File: src/rtl/dfs_ram.sv
// Generic single-port-write, one-read synchronous RAM.
module dfs_ram #(
    parameter int Depth = 64,
    parameter int Width = 8
) (
    input  logic                     clk,
    input  logic                     we,
    input  logic [$clog2(Depth)-1:0] waddr,
    input  logic [Width-1:0]         wdata,
    input  logic [$clog2(Depth)-1:0] raddr,
    output logic [Width-1:0]         rdata
);
    logic [Width-1:0] mem [Depth];

    always_ff @(posedge clk)
    begin
        if (we)
            mem[waddr] <= wdata;
        rdata <= mem[raddr];
    end
endmodule

File: config.mk
export PLATFORM = sky130hd
export DESIGN_NAME = dfs_ram
export DESIGN_NICKNAME = d
export VERILOG_FILES = /design/src/rtl/dfs_ram.sv
export SDC_FILE = /design/constraint.sdc
export NUM_CORES = 1
export LEC_CHECK = 0
export ABC_AREA = 1
export BUFFER_PORTS_ARGS = -buffer_cell sky130_fd_sc_hd__buf_4
export CAP_MARGIN = 30
export CORE_MARGIN = 4
export CORE_UTILIZATION = 45
export DETAILED_ROUTE_END_ITERATION = 10
export PLACE_DENSITY = 0.67
export SYNTH_ARGS = -nofsm -noshare
export SYNTH_HDL_FRONTEND = slang
export SYNTH_SLANG_ARGS = --single-unit
File: constraint.sdc
create_clock -name clk -period 4.2 [get_ports clk]
set_input_delay 0.21 -clock clk [delete_from_list [all_inputs] [get_ports clk]]
set_output_delay 0.21 -clock clk [all_outputs]
set_load 0.05 [all_outputs]
==> metrics.md, run 1 <==
| Metric | Value |
|---|---|
| Total chip power | `approximately 11000 uW` |
| Crit-path slowest cell | `nor2_1` |
| CTS clk-pin slew, worst paths | `roughly 0.06 ns` |
| Final antenna-violating net count | `0` |
| Top Metal Used | `met4` |
| Met3 wire length | `between 5000 and 6000 um` |
| Initial antenna violation count | `1` |
| Most common cell after layout, fill and taps aside | `nand2_1` |
| Worst skew pair latency | `a little under 0.6 ns` |
| ANT cells | `0` |
| Status | `complete, no violations` |
| Final HPWL DP | `28900 um` |
| Final hold violation count | `0` |
| CP endpoint kind | `flip-flop` |
| Share of the yosys chip area belonging to registers | `roughly 73%` |
| Largest net degree at the start of global routing | `around 160` |
| Gp weighted congestion | `a little under 0.9` |
| Width of the chip | `~230 um` |
| CP max FO | `9` |
| Flops & latches, synth | `between 500 and 600` |
| Final setup viols | `0` |
| TritonCTS clock tree | `yes` |
| Die Y-Extent | `approximately 230 um` |
| Sw frac | `between 20% and 30%` |
| IO buf count | `29` |
| Startpoint Class | `input port` |
| Initial core utilization | `45.6%` |
| Syn_area_per_cell | `between 10 and 15 um2` |
| DR WL met2 | `around 23000 um` |
| Commonest cells after routing, fill and taps aside | `648 x nand2_1, 512 x edfxtp_1, 439 x nand3_1, 56 x nor2_1, 53 x clkbuf_16` |
| Worst clock skew | `~0.016 ns` |
| Logic pwr share | `6.5%` |
| Clk pwr share | `39.8%` |
| Vias per std cell | `about 5.6` |
| Cts hold-fix bufs | `1` |
| VDD IR max | `between 300 and 400 uV` |
| Core Box Area | `approximately 47000 um2` |
| Dominant cell type by area after synthesis | `edfxtp_1` |
| Crit share post-route | `a little under half` |
| Top Ports | `30` |
| Total negative slack | `0 ns` |
| Fmax | `~510 MHz` |
| Hold Slack | `about 0.12 ns` |
| HP Class | `input port to flip-flop` |
| Slowest Stage Delay on Critical Path | `~0.95 ns` |
| Worst path cell trace | `buf_4 > inv_1 > nand4_1 > nor2_1` |
| Net Sw Power | `between 2000 and 2500 uW` |
| Die area | `between 50000 and 60000 um2` |
| Layout Area Growth over Synthesis | `9.40%` |
| Drt initial violations | `between 1500 and 2000` |
| Synth Net Count | `around 1800` |
| Inserted Clock Buffers | `between 50 and 60` |
| Pre-CTS setup slack | `1.63 ns` |
| Pint | `8330 uW` |
| Slew HR | `between 40% and 50%` |
| CTS Buffer Depth | `3` |
| Post-CTS Repair Setup Buffers | `0` |
| Initial DRT Pass Iterations | `7` |
| Synthesized area | `about 21000 um2` |
| CP Buf/Inv Count | `2` |
| Nets | `1821` |
| Drt wl/cell | `~21 um` |
| Layout cells sized above 1 | `6.69%` |
| Area share of the largest cell type after synthesis | `72.0%` |
| Met1 Routed Length | `around 23000 um` |
| Clock Sink Count | `520` |
| LEAKAGE | `0.00831 uW` |
| DRC Markers | `0` |
| PostCTS Resize Cnt | `0` |
| Crit path DAT | `between 2 and 2.5 ns` |
| GR Overflow Total | `0` |
| Final Core Density | `between 40% and 50%` |
| Unrepaired setup endpoints after global routing | `false` |
| Yosys warns | `0` |
| Setup slack after layout | `around 2.2 ns` |
| Routed wire length | `51900 um` |
| Power per cell area | `between 400 and 500 nW/um2` |
| Number of core rows | `a little under 80` |
| FILL cells | `about 4000` |
| First-pass GRT wire length | `~79000 um` |
| Vias in the first global route | `~13000` |
| Largest cells by area after synthesis | `edfxtp_1 72%, nand2_1 11%, nand3_1 10%` |
| Worst Path Required | `~4.4 ns` |
| Sequential power share | `~54%` |
| Tmin final | `around 2.0 ns` |
| DR vias | `roughly 14000` |
| Max-Cap Viols | `0` |
| Final Max Slew Viols | `0` |
| Least-Margin Pin Slew | `between 0.8 and 0.9 ns` |
| Root Buffer Master | `clkbuf_16` |
| H-tree Lvls | `2` |
| Post-Synthesis Cells | `1805` |
| Cell variety after synth | `16` |
| Top delay family on crit path | `simple AND/OR/NAND/NOR gates` |
| GRT Util Overall | `roughly 20%` |
| Critical path class | `input port to flip-flop` |
==> layout make-up <==
type | count | area, um2 | area share, %
Timing Repair Buffer | 53 | 502 | 2.15
Sequential cell | 520 | 15500 | 66.5
Clock buffer | 71 | 1420 | 6.10
Inverter | 12 | 52.6 | 0.225
Clock inverter | 23 | 126 | 0.541
Tap cell | 607 | 759 | 3.25
Multi-Input combinational cell | 1160 | 4950 | 21.2
==> cell families (layout without fill, tap and decap cells) <==
logic type | after synthesis | after routing | share of synthesized area (%)
and+or+nand+nor | 1160 | 1160 | 23.2
DFF | 520 | 520 | 72.8
buffers and inverters | 125 | 159 | 4.02
==> flip-flops by register name, indices dropped and copies added (netlist names) <==
name / count
mem: 512
rdata: 8
==> routing by layer <==
metal | track usage [%] | vias to the layer above
met5 | 0 | -
met4 | 5.06 | 0
met3 | 4.73 | 88
met2 | 30.7 | 675
met1 | 30.0 | 6680
li1 | - | 6332
==> worst reg2reg max path: cells and delay by family (launching register included) <==
family,cells,cell delay (ns)
simple gates,8,0.90
flops,1,0.36
==> power groups by stage <==
stage | registers (uW) | logic, uW | clock network, uW
floorplan | 5900 | 404 | 0
global placement | 5870 | 677 | 0
detailed placement | 5870 | 688 | 0
CTS | 5760 | 691 | 4350
global route | 5770 | 759 | 4580
finish | 5770 | 698 | 4280
==> metrics by stage <==
| step | area, um2 | cells |
|---|---|---|
| 3_3_place_gp | 21700 | 2347 |
| 2_1_floorplan | 21300 | 1805 |
| 4_1_cts | 23300 | 2444 |
| 3_5_place_dp | 21700 | 2349 |
| 5_1_grt | 23300 | 2446 |
| 6_report | 23300 | 2446 |
==> path summary, 6_finish.rpt <==
path | startpoint | to | slack (ns) | depth (start not counted)
min | raddr[4] | rdata[4] | 0.12 | 4
max reg2reg | mem[49][3] | rdata[3] | 2.80 | 8
min reg2reg | mem[8][4] | rdata[4] | 0.81 | 8
max | waddr[1] | mem[21][4] | 2.24 | 4
==> cells in the mapped netlist, drive strengths merged <==
| cell | number |
|---|---|
| inv | 12 |
| nand4 | 9 |
| nand2 | 648 |
| nor2 | 56 |
| dfxtp | 8 |
| nand3 | 439 |
| clkbuf | 15 |
| nor4 | 8 |
| edfxtp | 512 |
| buf | 98 |
Note: power is estimated with default switching activity, not from simulation.
==> run 2, diff against run 1 <==
clock period = 2 ns   (was 4.2 ns; I/O delays follow)
==> run 2 against run 1 <==
Final area up 4.0%. Global-route usage increased by 0.48 points. First-iteration DRC count decreased by 22%. Combinational power rose by 120%. Via count grew 1.7%. Setup slack got worse by 1.8 ns. Routed wire length rose by 0.90%. Worst hold slack worse by 0.059 ns. Critical path depth rose by 2. Final cell count is 3.6% higher. Sequential share of layout area shrank 2.6 points.
==> metrics.md, run 2 (synthesis results as in run 1) <==
| Metric | Value |
|---|---|
| Largest net degree at the start of global routing | `between 80 and 90` |
| Final HPWL DP | `approximately 30000 um` |
| DRC Markers | `0` |
| Status | `complete, no violations` |
| Critical path class | `input port to flip-flop` |
| Crit path DAT | `~2.0 ns` |
| IO buf count | `29` |
| Final hold violation count | `0` |
| Startpoint Class | `input port` |
| Die area | `51000 um2` |
| Number of flip-flops under the largest register name | `around 500` |
| Commonest cells after routing, fill and taps aside | `648 x nand2_1, 512 x edfxtp_1, 439 x nand3_1, 112 x buf_4, 57 x clkbuf_16` |
| Unrepaired setup endpoints after global routing | `false` |
| Number of core rows | `79` |
| Final antenna-violating net count | `0` |
| Total negative slack | `0 ns` |
| Power per cell area | `approximately 1000 nW/um2` |
| First-pass GRT wire length | `81500 um` |
| Core Box Area | `46800 um2` |
| Worst skew pair latency | `around 0.6 ns` |
| Total chip power | `23600 uW` |
| Gp weighted congestion | `just over 0.8` |
| Tmin final | `roughly 1.5 ns` |
| Crit share post-route | `about 76%` |
| Fmax | `about 660 MHz` |
| Slew HR | `between 40% and 50%` |
| Nets | `1903` |
| Die Y-Extent | `between 200 and 250 um` |
| Vias per std cell | `5.53` |
| CP max FO | `17` |
| H-tree Lvls | `2` |
| HP Class | `input port to flip-flop` |
| Initial DRT Pass Iterations | `5` |
| Final setup viols | `0` |
| CTS clk-pin slew, worst paths | `0.06 ns` |
| Width of the chip | `roughly 230 um` |
| LEAKAGE | `between 0.008 and 0.009 uW` |
| DR vias | `14000` |
| GRT Util Overall | `20.8%` |
| Routed wire length | `~52000 um` |
| CP endpoint kind | `flip-flop` |
| Initial antenna violation count | `0` |
| Top flop regs | `mem (512), rdata (8)` |
| Most common cell after layout, fill and taps aside | `nand2_1` |
| Drt wl/cell | `20.7 um` |
| Worst clock skew | `~0.014 ns` |
| Final Max Slew Viols | `0` |
| Least-Margin Pin Slew | `around 0.8 ns` |
| GR Overflow Total | `0` |
| VDD IR max | `between 500 and 600 uV` |
| Final Core Density | `about half` |
| Layout cells sized above 1 | `10.8%` |
| Layout Area Growth over Synthesis | `13.8%` |
| CTS Buffer Depth | `3` |
| Worst Path Required | `~2.5 ns` |
| Root Buffer Master | `clkbuf_16` |
| Cts hold-fix bufs | `2` |
| Initial core utilization | `between 40% and 50%` |
| Drt initial violations | `~1400` |
| Vias in the first global route | `approximately 14000` |
| Inserted Clock Buffers | `between 50 and 60` |
| PostCTS Resize Cnt | `0` |
| Post-CTS Repair Setup Buffers | `0` |
| Top Ports | `30` |
| Clock Sink Count | `520` |
| TritonCTS clock tree | `yes` |
| Max-Cap Viols | `0` |
| Top reg by flops | `mem` |
==> run 2: worst paths after layout <==
check,startpoint,end,slack [ns],cells past startpoint
setup reg to reg,mem[22][1],rdata[1],0.58,8
hold / removal,waddr[2],mem[48][3],0.06,3
setup / recovery,raddr[4],rdata[7],0.48,6
hold reg to reg,mem[32][1],rdata[1],0.81,8
==> run 2: where the power goes <==
group,internal [uW],switching (uW)
Clock,5940,4060
Sequential,12100,32.9
Combinational,407,1110
Total,18400,5210
==> run 2: worst max-delay path, cell delays in order <==
cell and delay [ns]:
dlygate4sd3_1 0.53, buf_4 0.23, inv_1 0.54, nand3_1 0.21, nand3_1 0.27, nand2_1 0.11
==> run 2: per-layer routing <==
metal / up-vias / GRT usage (%) / part of all wire (%)
met5: - / 0 / 0
li1: 6503 / - / -
met1: 6794 / 29.2 / 43
met2: 588 / 31.6 / 45
met4: 0 / 8.71 / 3.7
met3: 127 / 4.51 / 8.7
==> run 2: layout make-up <==
class | count | area (um2)
fillers | 3913 | 22500
flip-flops and latches | 520 | 15500
multi-input cells | 1160 | 4950
clock buffers | 68 | 1470
repair buffers | 132 | 1210
well taps | 607 | 759
clock inverters | 32 | 299
inverters | 12 | 52.6
diodes | 2 | 5.00
==> run 2: stage by stage <==
step / hold WS [ns] / area, um2 / instances / setup slack [ns]
final: 0.0649 / 24300 / 2533 / 0.476
after detailed placement: 0.450 / 22500 / 2429 / 0.188
after global placement: 0.443 / 22500 / 2429 / 0.200
after global routing: 0.0647 / 24300 / 2531 / 0.446
after CTS: 0.0337 / 24300 / 2531 / 0.574
after floorplan: 0.199 / 21300 / 1805 / 0.134
==> run 3, diff against run 2 <==
clock period = 1.5 ns   (was 2 ns; I/O delays follow)
==> run 3 against run 2 <==
Final cell count increased by 1.6%. Worst hold slack got worse by 0.060 ns. Non-clock buffer count increased by 45. Die area unchanged. Sequential cell count unchanged. First-iteration DRC count increased by 18%. Final area increased by 2.1%. Sequential share of layout area decreased by 1.3 points. Combinational power increased by 45%. Via count increased by 1.4%. Largest power group unchanged. Highest routed layer unchanged.
==> metrics.md, run 3 (synthesis results as in run 1) <==
| Metric | Value |
|---|---|
| IO buf count | `29` |
| Final Max Slew Viols | `0` |
| First-pass GRT wire length | `82200 um` |
| Tmin final | `between 1 and 1.5 ns` |
| Routed wire length | `53000 um` |
| Layout Area Growth over Synthesis | `16.1%` |
| Crit path DAT | `between 1.5 and 2 ns` |
| VDD IR max | `around 810 uV` |
| Startpoint Class | `flip-flop` |
| CTS Buffer Depth | `3` |
| Post-CTS Repair Setup Buffers | `0` |
| Top Ports | `30` |
| GR Overflow Total | `0` |
| Width of the chip | `226 um` |
| Status | `complete, no violations` |
| Total chip power | `around 31000 uW` |
| Core Box Area | `between 40000 and 50000 um2` |
| Max-Cap Viols | `0` |
| Number of flip-flops under the largest register name | `512` |
| Critical path class | `flip-flop to flip-flop` |
| DR WL met2 | `around 25000 um` |
| Largest net degree at the start of global routing | `65` |
| Drt wl/cell | `between 20 and 25 um` |
| CP endpoint kind | `flip-flop` |
| Die Y-Extent | `approximately 230 um` |
| Initial core utilization | `between 40% and 50%` |
| Drt initial violations | `approximately 1700` |
| Worst R2R Setup Slack | `around 0.13 ns` |
| DR vias | `14200` |
| Crit share post-route | `approximately nine tenths` |
| Commonest cells after routing, fill and taps aside | `648 x nand2_1, 512 x edfxtp_1, 439 x nand3_1, 138 x buf_4, 56 x nor2_1` |
| Top Metal Used | `met4` |
| Worst Path Required | `between 1.5 and 2 ns` |
| R2R cell count | `8` |
| Fmax | `roughly 730 MHz` |
| Worst clock skew | `0.0169 ns` |
| Unrepaired setup endpoints after global routing | `false` |
| HP Class | `input port to flip-flop` |
| Met1 Routed Length | `22500 um` |
| Nets | `~1900` |
| Top flop regs | `mem (512), rdata (8)` |
| CP max FO | `1` |
| Final Core Density | `between 50% and 60%` |
| Final setup viols | `0` |
| Root Buffer Master | `clkbuf_16` |
| LEAKAGE | `a little over 0.009 uW` |
| TritonCTS clock tree | `yes` |
| FILL cells | `a little under 4000` |
| Vias in the first global route | `around 14000` |
| Final antenna-violating net count | `0` |
| Top reg by flops | `mem` |
| Hold Path Depth | `2` |
| Layout cells sized above 1 | `13.1%` |
| Worst skew pair latency | `around 0.6 ns` |
| ANT cells | `0` |
| Slew HR | `50.1%` |
| H-tree Lvls | `2` |
| Hold Slack | `around 0.0054 ns` |
| Vias per std cell | `~5.5` |
| Number of core rows | `79` |
| Initial antenna violation count | `0` |
| Most common cell after layout, fill and taps aside | `nand2_1` |
| Power per cell area | `around 1300 nW/um2` |
| DRC Markers | `0` |
| Total negative slack | `0 ns` |
| Final hold violation count | `0` |
| GRT Util Overall | `between 20% and 30%` |
| Die area | `just over 50000 um2` |
| Initial DRT Pass Iterations | `6` |
| Gp weighted congestion | `0.915` |
| Inserted Clock Buffers | `52` |
| Met3 wire length | `around 4400 um` |
| CTS clk-pin slew, worst paths | `roughly 0.060 ns` |
| Least-Margin Pin Slew | `0.748 ns` |
| Final HPWL DP | `around 33000 um` |
| Clock Sink Count | `520` |
==> run 3: cell count changes in the layout (fill, tap and decap cells not counted), sizes merged, moves of 2 or more <==
cell	change
dlygate4sd3	+3
diode	-2
clkbuf	-6
buf	+42
clkinvlp	+5
==> run 3: where the power goes <==
group          leakage (uW)  switching [uW]  total, uW  internal [uW]
clock network      0.000802            5360      12700           7330
registers           0.00467            57.4      16100          16100
logic               0.00362            1530       2200            673
==> run 3: routing by layer <==
metal | vias to the layer above | GRT usage (%)
met2 | 598 | 32.8
li1 | 6588 | -
met5 | - | 0
met3 | 106 | 4.08
met1 | 6917 | 29.9
met4 | 0 | 6.42
==> run 3: per-stage QoR <==
stage / instance area (um2) / cells / setup WS [ns]
after floorplan: 21400 / 1805 / -0.168
after detailed placement: 23100 / 2471 / -0.0477
final: 24800 / 2574 / 0.132
after global routing: 24800 / 2574 / 0.0583
after global placement: 23100 / 2471 / -0.0590
after CTS: 24800 / 2574 / 0.104
==> run 3: path summary, 6_finish.rpt <==
path	startpoint	endpoint
worst max-delay path	mem[55][5]	rdata[5]
worst min-delay path	wdata[4]	mem[48][4]
worst max register to register	mem[55][5]	rdata[5]
worst min register to register	mem[61][7]	rdata[7]
==> run 3: timing repair <==
item / 4_1_cts / 5_1_grt
hold endpoints to repair: 48 / 0
gates resized for setup: 0 / 0
endpoints found under the setup margin: 0 / 0
hold buffers: 5 / 0
==> run 3: area by class of cell <==
class                      count  area [um2]  share of cell area [%]
clock buffer                  62        1360                    5.49
clock inverter                36         310                    1.25
inverter                      12        52.6                   0.212
multi-input combinational   1160        5000                    20.2
sequential                   520       15500                    62.7
tap                          607         759                    3.06
timing repair buffer         177        1760                    7.09
==> run 3: worst max-delay path, cell delays in order, from the launching register on <==
cell,delay (ns)
edfxtp_1,0.38
nand2_1,0.10
nand3_1,0.09
nand3_1,0.13
nand2_1,0.16
nand2_1,0.11
nand3_1,0.08
nand3_1,0.09
nand2_1,0.10
